File: src/design/dtq_pkg.sv
`timescale 1ns / 1ps
`default_nettype none

package dtq_pkg;

    // Command codes on the input channel
    localparam logic [1:0] CMD_ARM     = 2'd0;
    localparam logic [1:0] CMD_CANCEL  = 2'd1;
    localparam logic [1:0] CMD_ADVANCE = 2'd2;

    // Result status codes
    localparam logic [1:0] ST_OK      = 2'd0;
    localparam logic [1:0] ST_UNARMED = 2'd1;
    localparam logic [1:0] ST_FIRED   = 2'd2;

    // Classified operations handed from front to back
    localparam logic [1:0] OP_ARM     = 2'd0;
    localparam logic [1:0] OP_CANCEL  = 2'd1;
    localparam logic [1:0] OP_ADVANCE = 2'd2;
    localparam logic [1:0] OP_NOP     = 2'd3;

    localparam int ID_W     = 4;
    localparam int FIELD_W  = 32;
    localparam int MAX_FIRES = 16;
    localparam int CNT_W    = 5;

    typedef struct packed {
        logic [1:0]         op;
        logic [ID_W-1:0]    id;
        logic               id_ok;
        logic [FIELD_W-1:0] tval;
    } dtq_item_t;

endpackage

`default_nettype wire

File: src/design/dtq_ram.sv
`timescale 1ns / 1ps
`default_nettype none

module dtq_ram #(
    parameter int WIDTH = 32,
    parameter int DEPTH = 16
) (
    input  wire logic                     clk,
    input  wire logic                     we,
    input  wire logic [$clog2(DEPTH)-1:0] waddr,
    input  wire logic [WIDTH-1:0]         wdata,
    input  wire logic                     re,
    input  wire logic [$clog2(DEPTH)-1:0] raddr,
    output logic      [WIDTH-1:0]         rdata
);

    logic [WIDTH-1:0] mem [DEPTH];

    always_ff @(posedge clk)
    begin
        if (we)
        begin
            mem[waddr] <= wdata;
        end
        if (re)
        begin
            rdata <= mem[raddr];
        end
    end

endmodule

`default_nettype wire

File: src/design/dtq_front.sv
`timescale 1ns / 1ps
`default_nettype none

module dtq_front
    import dtq_pkg::*;
#(
    parameter int ENTRIES = 16
) (
    input  wire logic               clk,
    input  wire logic               rst_n,
    input  wire logic               in_valid,
    output logic                    in_ready,
    input  wire logic [1:0]         command,
    input  wire logic [ID_W-1:0]    timer_id,
    input  wire logic [FIELD_W-1:0] deadline,
    input  wire logic [FIELD_W-1:0] now_time,
    output logic                    q_valid,
    output dtq_item_t               q_item,
    input  wire logic               q_pop
);

    dtq_item_t  slot_reg [2];
    logic       wptr_reg, wptr_next;
    logic       rptr_reg, rptr_next;
    logic [1:0] cnt_reg, cnt_next;
    dtq_item_t  cls;
    logic       push;

    // Classify: decode the op, check the slot range, keep only the time that matters
    always_comb
    begin
        cls.id    = timer_id;
        cls.id_ok = (32'(timer_id) < ENTRIES);
        cls.tval  = (command == CMD_ARM) ? deadline : now_time;
        case (command)
            CMD_ARM:     cls.op = OP_ARM;
            CMD_CANCEL:  cls.op = OP_CANCEL;
            CMD_ADVANCE: cls.op = OP_ADVANCE;
            default:     cls.op = OP_NOP;
        endcase
    end

    assign in_ready = (cnt_reg != 2'd2);
    assign push     = in_valid && in_ready;
    assign q_valid  = (cnt_reg != 2'd0);
    assign q_item   = slot_reg[rptr_reg];

    always_comb
    begin
        wptr_next = wptr_reg ^ push;
        rptr_next = rptr_reg ^ q_pop;
        cnt_next  = cnt_reg + 2'(push) - 2'(q_pop);
    end

    always_ff @(posedge clk)
    begin
        if (push)
        begin
            slot_reg[wptr_reg] <= cls;
        end
    end

    always_ff @(posedge clk or negedge rst_n)
    begin
        if (!rst_n)
        begin
            wptr_reg <= 1'b0;
            rptr_reg <= 1'b0;
            cnt_reg  <= 2'd0;
        end
        else
        begin
            wptr_reg <= wptr_next;
            rptr_reg <= rptr_next;
            cnt_reg  <= cnt_next;
        end
    end

endmodule

`default_nettype wire

File: src/design/dtq_back.sv
`timescale 1ns / 1ps
`default_nettype none

module dtq_back
    import dtq_pkg::*;
#(
    parameter int ENTRIES   = 16,
    parameter int TIME_BITS = 32
) (
    input  wire logic               clk,
    input  wire logic               rst_n,
    input  wire logic               q_valid,
    input  dtq_item_t               q_item,
    output logic                    q_pop,
    output logic                    out_valid,
    input  wire logic               out_ready,
    output logic [ID_W-1:0]         fired_id,
    output logic [1:0]              status,
    output logic                    last,
    output logic                    any_armed,
    output logic [FIELD_W-1:0]      nearest_deadline
);

    localparam int IW = $clog2(ENTRIES);

    localparam logic [1:0] S_IDLE   = 2'd0;
    localparam logic [1:0] S_SCAN   = 2'd1;
    localparam logic [1:0] S_DECIDE = 2'd2;
    localparam logic [1:0] S_EMIT   = 2'd3;

    logic [1:0]           state_reg, state_next;
    logic [1:0]           op_reg, op_next;
    logic [TIME_BITS-1:0] now_reg, now_next;
    logic [ENTRIES-1:0]   armed_reg, armed_next;
    logic [IW:0]          addr_reg, addr_next;
    logic                 pend_reg, pend_next;
    logic [IW-1:0]        idx_reg, idx_next;
    logic                 best_any_reg, best_any_next;
    logic [IW-1:0]        best_id_reg, best_id_next;
    logic [TIME_BITS-1:0] best_val_reg, best_val_next;
    logic [CNT_W-1:0]     count_reg, count_next;
    logic                 fired_reg, fired_next;
    logic [ID_W-1:0]      res_id_reg, res_id_next;
    logic [1:0]           res_st_reg, res_st_next;

    logic                 out_valid_reg, out_valid_next;
    logic [ID_W-1:0]      o_id_reg, o_id_next;
    logic [1:0]           o_st_reg, o_st_next;
    logic                 o_last_reg, o_last_next;
    logic                 o_any_reg, o_any_next;
    logic [FIELD_W-1:0]   o_near_reg, o_near_next;

    logic                 rd_en;
    logic [TIME_BITS-1:0] rdata;
    logic                 ram_we;
    logic [IW-1:0]        q_idx;
    logic                 cand;
    logic                 scan_done;
    logic                 due;
    logic                 more;
    logic                 load;
    logic                 do_fire;

    assign q_idx  = IW'(q_item.id);
    assign q_pop  = (state_reg == S_IDLE) && q_valid;
    assign ram_we = q_pop && (q_item.op == OP_ARM) && q_item.id_ok;
    assign rd_en  = (state_reg == S_SCAN) && (addr_reg < (IW+1)'(ENTRIES));

    dtq_ram #(
        .WIDTH (TIME_BITS),
        .DEPTH (ENTRIES)
    ) u_wake (
        .clk   (clk),
        .we    (ram_we),
        .waddr (q_idx),
        .wdata (TIME_BITS'(q_item.tval)),
        .re    (rd_en),
        .raddr (addr_reg[IW-1:0]),
        .rdata (rdata)
    );

    assign cand      = pend_reg && armed_reg[idx_reg]
                       && (!best_any_reg || (rdata < best_val_reg));
    assign scan_done = pend_reg && (idx_reg == IW'(ENTRIES - 1));
    assign due       = best_any_reg && (best_val_reg <= now_reg);
    assign more      = fired_reg && due && (count_reg < CNT_W'(MAX_FIRES));
    assign load      = (state_reg == S_EMIT) && (!out_valid_reg || out_ready);
    assign do_fire   = ((state_reg == S_DECIDE) && (op_reg == OP_ADVANCE)
                        && !fired_reg && due)
                       || (load && more);

    always_comb
    begin
        state_next    = state_reg;
        op_next       = op_reg;
        now_next      = now_reg;
        armed_next    = armed_reg;
        addr_next     = addr_reg;
        pend_next     = rd_en;
        idx_next      = addr_reg[IW-1:0];
        best_any_next = best_any_reg;
        best_id_next  = best_id_reg;
        best_val_next = best_val_reg;
        count_next    = count_reg;
        fired_next    = fired_reg;
        res_id_next   = res_id_reg;
        res_st_next   = res_st_reg;

        case (state_reg)
            S_IDLE:
            begin
                if (q_pop)
                begin
                    op_next       = q_item.op;
                    now_next      = TIME_BITS'(q_item.tval);
                    count_next    = '0;
                    fired_next    = 1'b0;
                    res_id_next   = q_item.id;
                    res_st_next   = ST_OK;
                    addr_next     = '0;
                    best_any_next = 1'b0;
                    state_next    = S_SCAN;
                    case (q_item.op)
                        OP_ARM:
                        begin
                            if (q_item.id_ok)
                            begin
                                armed_next[q_idx] = 1'b1;
                            end
                            else
                            begin
                                res_st_next = ST_UNARMED;
                            end
                        end
                        OP_CANCEL:
                        begin
                            if (q_item.id_ok && armed_reg[q_idx])
                            begin
                                armed_next[q_idx] = 1'b0;
                            end
                            else
                            begin
                                res_st_next = ST_UNARMED;
                            end
                        end
                        default:
                        begin
                            res_id_next = '0;
                        end
                    endcase
                end
            end
            S_SCAN:
            begin
                if (rd_en)
                begin
                    addr_next = addr_reg + 1'b1;
                end
                if (cand)
                begin
                    best_any_next = 1'b1;
                    best_id_next  = idx_reg;
                    best_val_next = rdata;
                end
                if (scan_done)
                begin
                    state_next = S_DECIDE;
                end
            end
            S_DECIDE:
            begin
                state_next = S_EMIT;
            end
            S_EMIT:
            begin
                if (load && !more)
                begin
                    state_next = S_IDLE;
                end
            end
            default:
            begin
                state_next = S_IDLE;
            end
        endcase

        // Fire the earliest due timer, then rescan for the new minimum
        if (do_fire)
        begin
            armed_next[best_id_reg] = 1'b0;
            res_id_next   = ID_W'(best_id_reg);
            count_next    = count_reg + 1'b1;
            fired_next    = 1'b1;
            addr_next     = '0;
            best_any_next = 1'b0;
            state_next    = S_SCAN;
        end
    end

    always_comb
    begin
        o_id_next   = o_id_reg;
        o_st_next   = o_st_reg;
        o_last_next = o_last_reg;
        o_any_next  = o_any_reg;
        o_near_next = o_near_reg;
        if (load)
        begin
            o_id_next   = res_id_reg;
            o_st_next   = fired_reg ? ST_FIRED : res_st_reg;
            o_last_next = !more;
            o_any_next  = best_any_reg;
            o_near_next = best_any_reg ? FIELD_W'(best_val_reg) : '0;
        end
        out_valid_next = load ? 1'b1 : (out_ready ? 1'b0 : out_valid_reg);
    end

    always_ff @(posedge clk)
    begin
        op_reg       <= op_next;
        now_reg      <= now_next;
        addr_reg     <= addr_next;
        idx_reg      <= idx_next;
        best_id_reg  <= best_id_next;
        best_val_reg <= best_val_next;
        count_reg    <= count_next;
        res_id_reg   <= res_id_next;
        res_st_reg   <= res_st_next;
        best_any_reg <= best_any_next;
        fired_reg    <= fired_next;
        o_id_reg     <= o_id_next;
        o_st_reg     <= o_st_next;
        o_last_reg   <= o_last_next;
        o_any_reg    <= o_any_next;
        o_near_reg   <= o_near_next;
    end

    always_ff @(posedge clk or negedge rst_n)
    begin
        if (!rst_n)
        begin
            state_reg     <= S_IDLE;
            armed_reg     <= '0;
            pend_reg      <= 1'b0;
            out_valid_reg <= 1'b0;
        end
        else
        begin
            state_reg     <= state_next;
            armed_reg     <= armed_next;
            pend_reg      <= pend_next;
            out_valid_reg <= out_valid_next;
        end
    end

    assign out_valid        = out_valid_reg;
    assign fired_id         = o_id_reg;
    assign status           = o_st_reg;
    assign last             = o_last_reg;
    assign any_armed        = o_any_reg;
    assign nearest_deadline = o_near_reg;

endmodule

`default_nettype wire

File: src/design/deadline_timer_queue.sv
`timescale 1ns / 1ps
`default_nettype none

// Arm, cancel, unused code: the result follows one full scan of the deadline RAM.
// Advance, nothing due: one scan; with fires the first result follows a second scan after the fire.
// Each further fire adds one rescan; an output stall holds the result and delays further fires.
// One item is carried out at a time; a two-item queue lets the front accept while the back works.
// Reset clears all armed flags at once; the deadline RAM needs no clearing pass.
module deadline_timer_queue
    import dtq_pkg::*;
#(
    parameter int ENTRIES   = 16,
    parameter int TIME_BITS = 32
) (
    input  wire logic               clk,
    input  wire logic               rst_n,
    input  wire logic               in_valid,
    output logic                    in_ready,
    input  wire logic [1:0]         command,
    input  wire logic [ID_W-1:0]    timer_id,
    input  wire logic [FIELD_W-1:0] deadline,
    input  wire logic [FIELD_W-1:0] now_time,
    output logic                    out_valid,
    input  wire logic               out_ready,
    output logic [ID_W-1:0]         fired_id,
    output logic [1:0]              status,
    output logic                    last,
    output logic                    any_armed,
    output logic [FIELD_W-1:0]      nearest_deadline
);

    // Queue between the classifier and the scan engine
    logic      q_valid;
    logic      q_pop;
    dtq_item_t q_item;

    // Front: hold incoming items, decode the command and range-check the slot
    dtq_front #(
        .ENTRIES (ENTRIES)
    ) u_front (
        .clk      (clk),
        .rst_n    (rst_n),
        .in_valid (in_valid),
        .in_ready (in_ready),
        .command  (command),
        .timer_id (timer_id),
        .deadline (deadline),
        .now_time (now_time),
        .q_valid  (q_valid),
        .q_item   (q_item),
        .q_pop    (q_pop)
    );

    // Back: update flags, scan for the earliest deadline, fire due timers in order
    dtq_back #(
        .ENTRIES   (ENTRIES),
        .TIME_BITS (TIME_BITS)
    ) u_back (
        .clk              (clk),
        .rst_n            (rst_n),
        .q_valid          (q_valid),
        .q_item           (q_item),
        .q_pop            (q_pop),
        .out_valid        (out_valid),
        .out_ready        (out_ready),
        .fired_id         (fired_id),
        .status           (status),
        .last             (last),
        .any_armed        (any_armed),
        .nearest_deadline (nearest_deadline)
    );

endmodule

`default_nettype wire

File: config.mk
export PLATFORM = sky130hd
export DESIGN_NAME = deadline_timer_queue
export DESIGN_NICKNAME = d
export VERILOG_FILES = /design/src/design/dtq_pkg.sv /design/src/design/dtq_ram.sv /design/src/design/dtq_front.sv /design/src/design/dtq_back.sv /design/src/design/deadline_timer_queue.sv
export SDC_FILE = /design/constraint.sdc
export NUM_CORES = 1
export LEC_CHECK = 0
export BUFFER_PORTS_ARGS = -buffer_cell sky130_fd_sc_hd__buf_2
export CORE_MARGIN = 10
export CORE_UTILIZATION = 35
export DETAILED_ROUTE_END_ITERATION = 10
export SKIP_LAST_GASP = 1
export SLEW_MARGIN = 20
export SYNTH_ARGS = -nofsm -noshare
export SYNTH_HDL_FRONTEND = slang
export SYNTH_SLANG_ARGS = --single-unit
File: constraint.sdc
create_clock -name clk -period 5.55 [get_ports clk]
set_clock_uncertainty 0.05 [all_clocks]
set_input_delay 1.11 -clock clk [delete_from_list [all_inputs] [get_ports clk]]
set_output_delay 1.11 -clock clk [all_outputs]
set_load 0.01 [all_outputs]
==> impl_metrics.env <==
export IMPL_reg2reg_depth=9
export IMPL_ys_seq_area_share_pct=74.77
export IMPL_vdd_drop_max_v=0.0002435
export IMPL_grt_max_degree=51
export IMPL_holdPathEnd="u_back.fired_id[3]"
export IMPL_crit_path_end_kind="flip-flop"
export IMPL_powerDensity_nw_per_um2=363.3
export IMPL_clock_fmax_ghz=0.2557
export IMPL_holdBufCountCts=0
export IMPL_clkLatencyLatePin_ps=630
export IMPL_r2r_start="u_back.best_val_reg[30]"
export IMPL_hold_path_depth=0
export IMPL_nets=1836
export IMPL_final_common_cell="edfxtp_1"
export IMPL_synthDistinctLibCells=56
export IMPL_synthArstFlopShare_pct=3.097
export IMPL_synth_seq_cells=775
export IMPL_grt_overflow_total=0
export IMPL_worstPathMaxFanout=23
export IMPL_first_global_vias=15920
export IMPL_synth_top_flop_cell="edfxtp_1"
export IMPL_clockRootBuffer="clkbuf_16"
export IMPL_critPathTopFamily="simple AND/OR/NAND/NOR gates"
export IMPL_die_w_um=316.7
export IMPL_area_growth_pct=16.44
export IMPL_antenna_found_initial=1
export IMPL_drcViolationCount=0
export IMPL_cp_cell_sequence="ha_1 > nand4_1 > nor4_1 > nand3_1 > o31a_1 > nor3_2 > buf_4 > nor3b_1 > a21oi_1"
export IMPL_synth_cells=1515
export IMPL_initial_core_util_pct=35.41
export IMPL_final_cell_mix="edfxtp_1, mux4_2, buf_2, clkbuf_16, inv_1"
export IMPL_r2r_setup_slack_ps=1640
export IMPL_grt_pass1_wl_um=103800
export IMPL_drt_initial_drc_count=1427
export IMPL_r2r_end="u_back.armed_reg[2]"
export IMPL_relSlewSlack_pct=33.71
export IMPL_ys_warn_count=0
export IMPL_clk_transition_reported_paths_ps=60
export IMPL_numCtsBuffers=83
export IMPL_busiest_layer="met2"
export IMPL_cts_buffer_depth=3
export IMPL_path_class="flip-flop to flip-flop"
export IMPL_nFillCells=7714
export IMPL_crit_required_ps=5980
export IMPL_status="completed"
export IMPL_track_usage_pct=13.88
export IMPL_syn_avg_cell_area_um2=20.34
export IMPL_wire_per_inst_um=23.89
export IMPL_die_h_um=316.7
export IMPL_syn_nets=1662
export IMPL_rows=108
export IMPL_timing_final_crit_period_ps=3910
export IMPL_finalMaxSlewViolations=0
export IMPL_start_kind="flip-flop"
export IMPL_dp_cells=2759
export IMPL_drt_wl_total_um=69610
export IMPL_synth_edf_count=740
export IMPL_grtUsageMet2_pct=23.38
export IMPL_fin_crit_sh_pct=70.46
export IMPL_via_per_inst=5.099
export IMPL_path_buf_inv=1
export IMPL_port_buffer_count=115
export IMPL_leakage_uw=0.01230
export IMPL_rsz0062_at_grt="false"
export IMPL_first_pass_iters=6
export IMPL_hp_class="flip-flop to flip-flop"
export IMPL_die_area_um2=100300
export IMPL_vias=14853
export IMPL_largest_register_ffs=512
export IMPL_cts_setup_buffers=0
export IMPL_setup_violations=0
export IMPL_critPathSlowestCell="nor4_1"
export IMPL_post_cts_resized=0
export IMPL_timing_hold_violations_final=0
export IMPL_postRouteAntennaNets=0
export IMPL_setup_tns_ps=0
export IMPL_met1_usage_pct=18.43
export IMPL_fin_cells=2913
export IMPL_h_tree_depth=3
export IMPL_cp_arrival_ps=4340
export IMPL_cts_tree="built"
export IMPL_io_pins=116
export IMPL_drv_cap=0
export IMPL_slowest_delay_ps=790
export IMPL_synthesis_area_um2=30820
export IMPL_placed_area_um2=33040
export IMPL_dp_hpwl_um=44010
export IMPL_worstMarginPinSlew_ps=994.4
export IMPL_clock_sink_count=775
export IMPL_hold_start="u_back.res_id_reg[3]"
export IMPL_layout_drive_gt1_share_pct=30.69
export IMPL_gp_congestion=0.8049
export IMPL_use_met3_pct=2.090
export IMPL_design_area_um2=35880
export IMPL_core_area_um2=87020
-- area by class of cell --
cell class	count	area, um2	share of cell area (%)
inverter	74	277.8	0.7741
antenna	2	5.005	0.01395
sequential	775	23050	64.25
multi-input combinational	608	7415	20.66
timing repair buffer	147	853.3	2.378
clock inverter	47	601.8	1.677
tap	1155	1445	4.027
clock buffer	105	2232	6.221
-- power breakdown --
| part | total, uW | switching (uW) | internal (uW) |
|---|---|---|---|
| Sequential | 6770 | 37.0 | 6740 |
| Combinational | 540 | 417 | 123 |
| Clock | 5720 | 2250 | 3470 |
| Total | 13000 | 2710 | 10300 |
-- per-stage QoR --
step / setup WS, ps / power (uW) / hold slack, ps / utilization, %
detailed placement: 1665 / 7453 / 355.4 / 37.97
finish: 1640 / 13040 / 367.2 / 41.23
floorplan: 785.5 / 7189 / 279.0 / -
global placement: 1628 / 7418 / 365.1 / 37.97
global route: 1343 / 13470 / 377.5 / 41.23
CTS: 1610 / 13190 / 369.0 / 41.23
-- worst register-to-register path, cell delays in order, from the launching register on --
cell and delay [ps]:
edfxtp_1 440, ha_1 360, nand4_1 170, nor4_1 790, nand3_1 420, o31a_1 310, nor3_2 200, buf_4 260
nor3b_1 590, a21oi_1 160
-- synth_stat cells, types with 5 or more instances --
library cell / instances / share of area [%]
clkbuf_1: 41 / 0.50
or3_1: 7 / 0.14
o31ai_1: 5 / 0.12
nor2_1: 37 / 0.45
mux2_2: 69 / 2.5
and2_1: 36 / 0.73
o21ai_0: 8 / 0.13
nand3_1: 16 / 0.26
mux2i_1: 8 / 0.26
buf_1: 11 / 0.13
nand2_1: 30 / 0.37
xor2_1: 5 / 0.14
edfxtp_1: 740 / 72
mux4_2: 167 / 12
a21oi_1: 42 / 0.68
a21o_1: 18 / 0.44
nand2b_1: 6 / 0.12
dfxtp_1: 11 / 0.71
ha_1: 73 / 3.0
dfrtp_1: 24 / 1.9
o22ai_1: 6 / 0.12
nor3_1: 9 / 0.15
nand4_1: 14 / 0.28
inv_1: 74 / 0.90
-- cell families after synthesis --
logic type | Yosys count | share of synthesized area (%)
AO/OA/AOI/OAI | 101 | 2.050
XOR/XNOR | 9 | 0.2558
adder cells (fa/ha/maj) | 73 | 2.964
buffers and inverters | 132 | 1.693
flip-flops | 775 | 74.77
multiplexers | 247 | 15.22
AND/OR/NAND/NOR | 178 | 3.045
-- how the worst max path moves through the flow --
stage	from	end	slack, ps	cells past startpoint
after floorplan	u_back.u_wake.rdata[17]	u_back.best_id_reg[0]	790	8
after global placement	u_back.best_val_reg[31]	u_back.armed_reg[6]	1630	9
after detailed placement	u_back.best_val_reg[29]	u_back.armed_reg[6]	1660	9
after CTS	u_back.best_val_reg[29]	u_back.armed_reg[6]	1610	9
after global routing	u_back.best_val_reg[29]	u_back.armed_reg[2]	1340	9
final	u_back.best_val_reg[30]	u_back.armed_reg[2]	1640	9
-- routing by layer --
layer / wire (um) / up-vias
met5: 0 / -
met4: 1339 / 0
met3: 3799 / 96
met2: 35040 / 513
met1: 29430 / 7741
li1: - / 6503
Power figures use the tool's default switching activity.
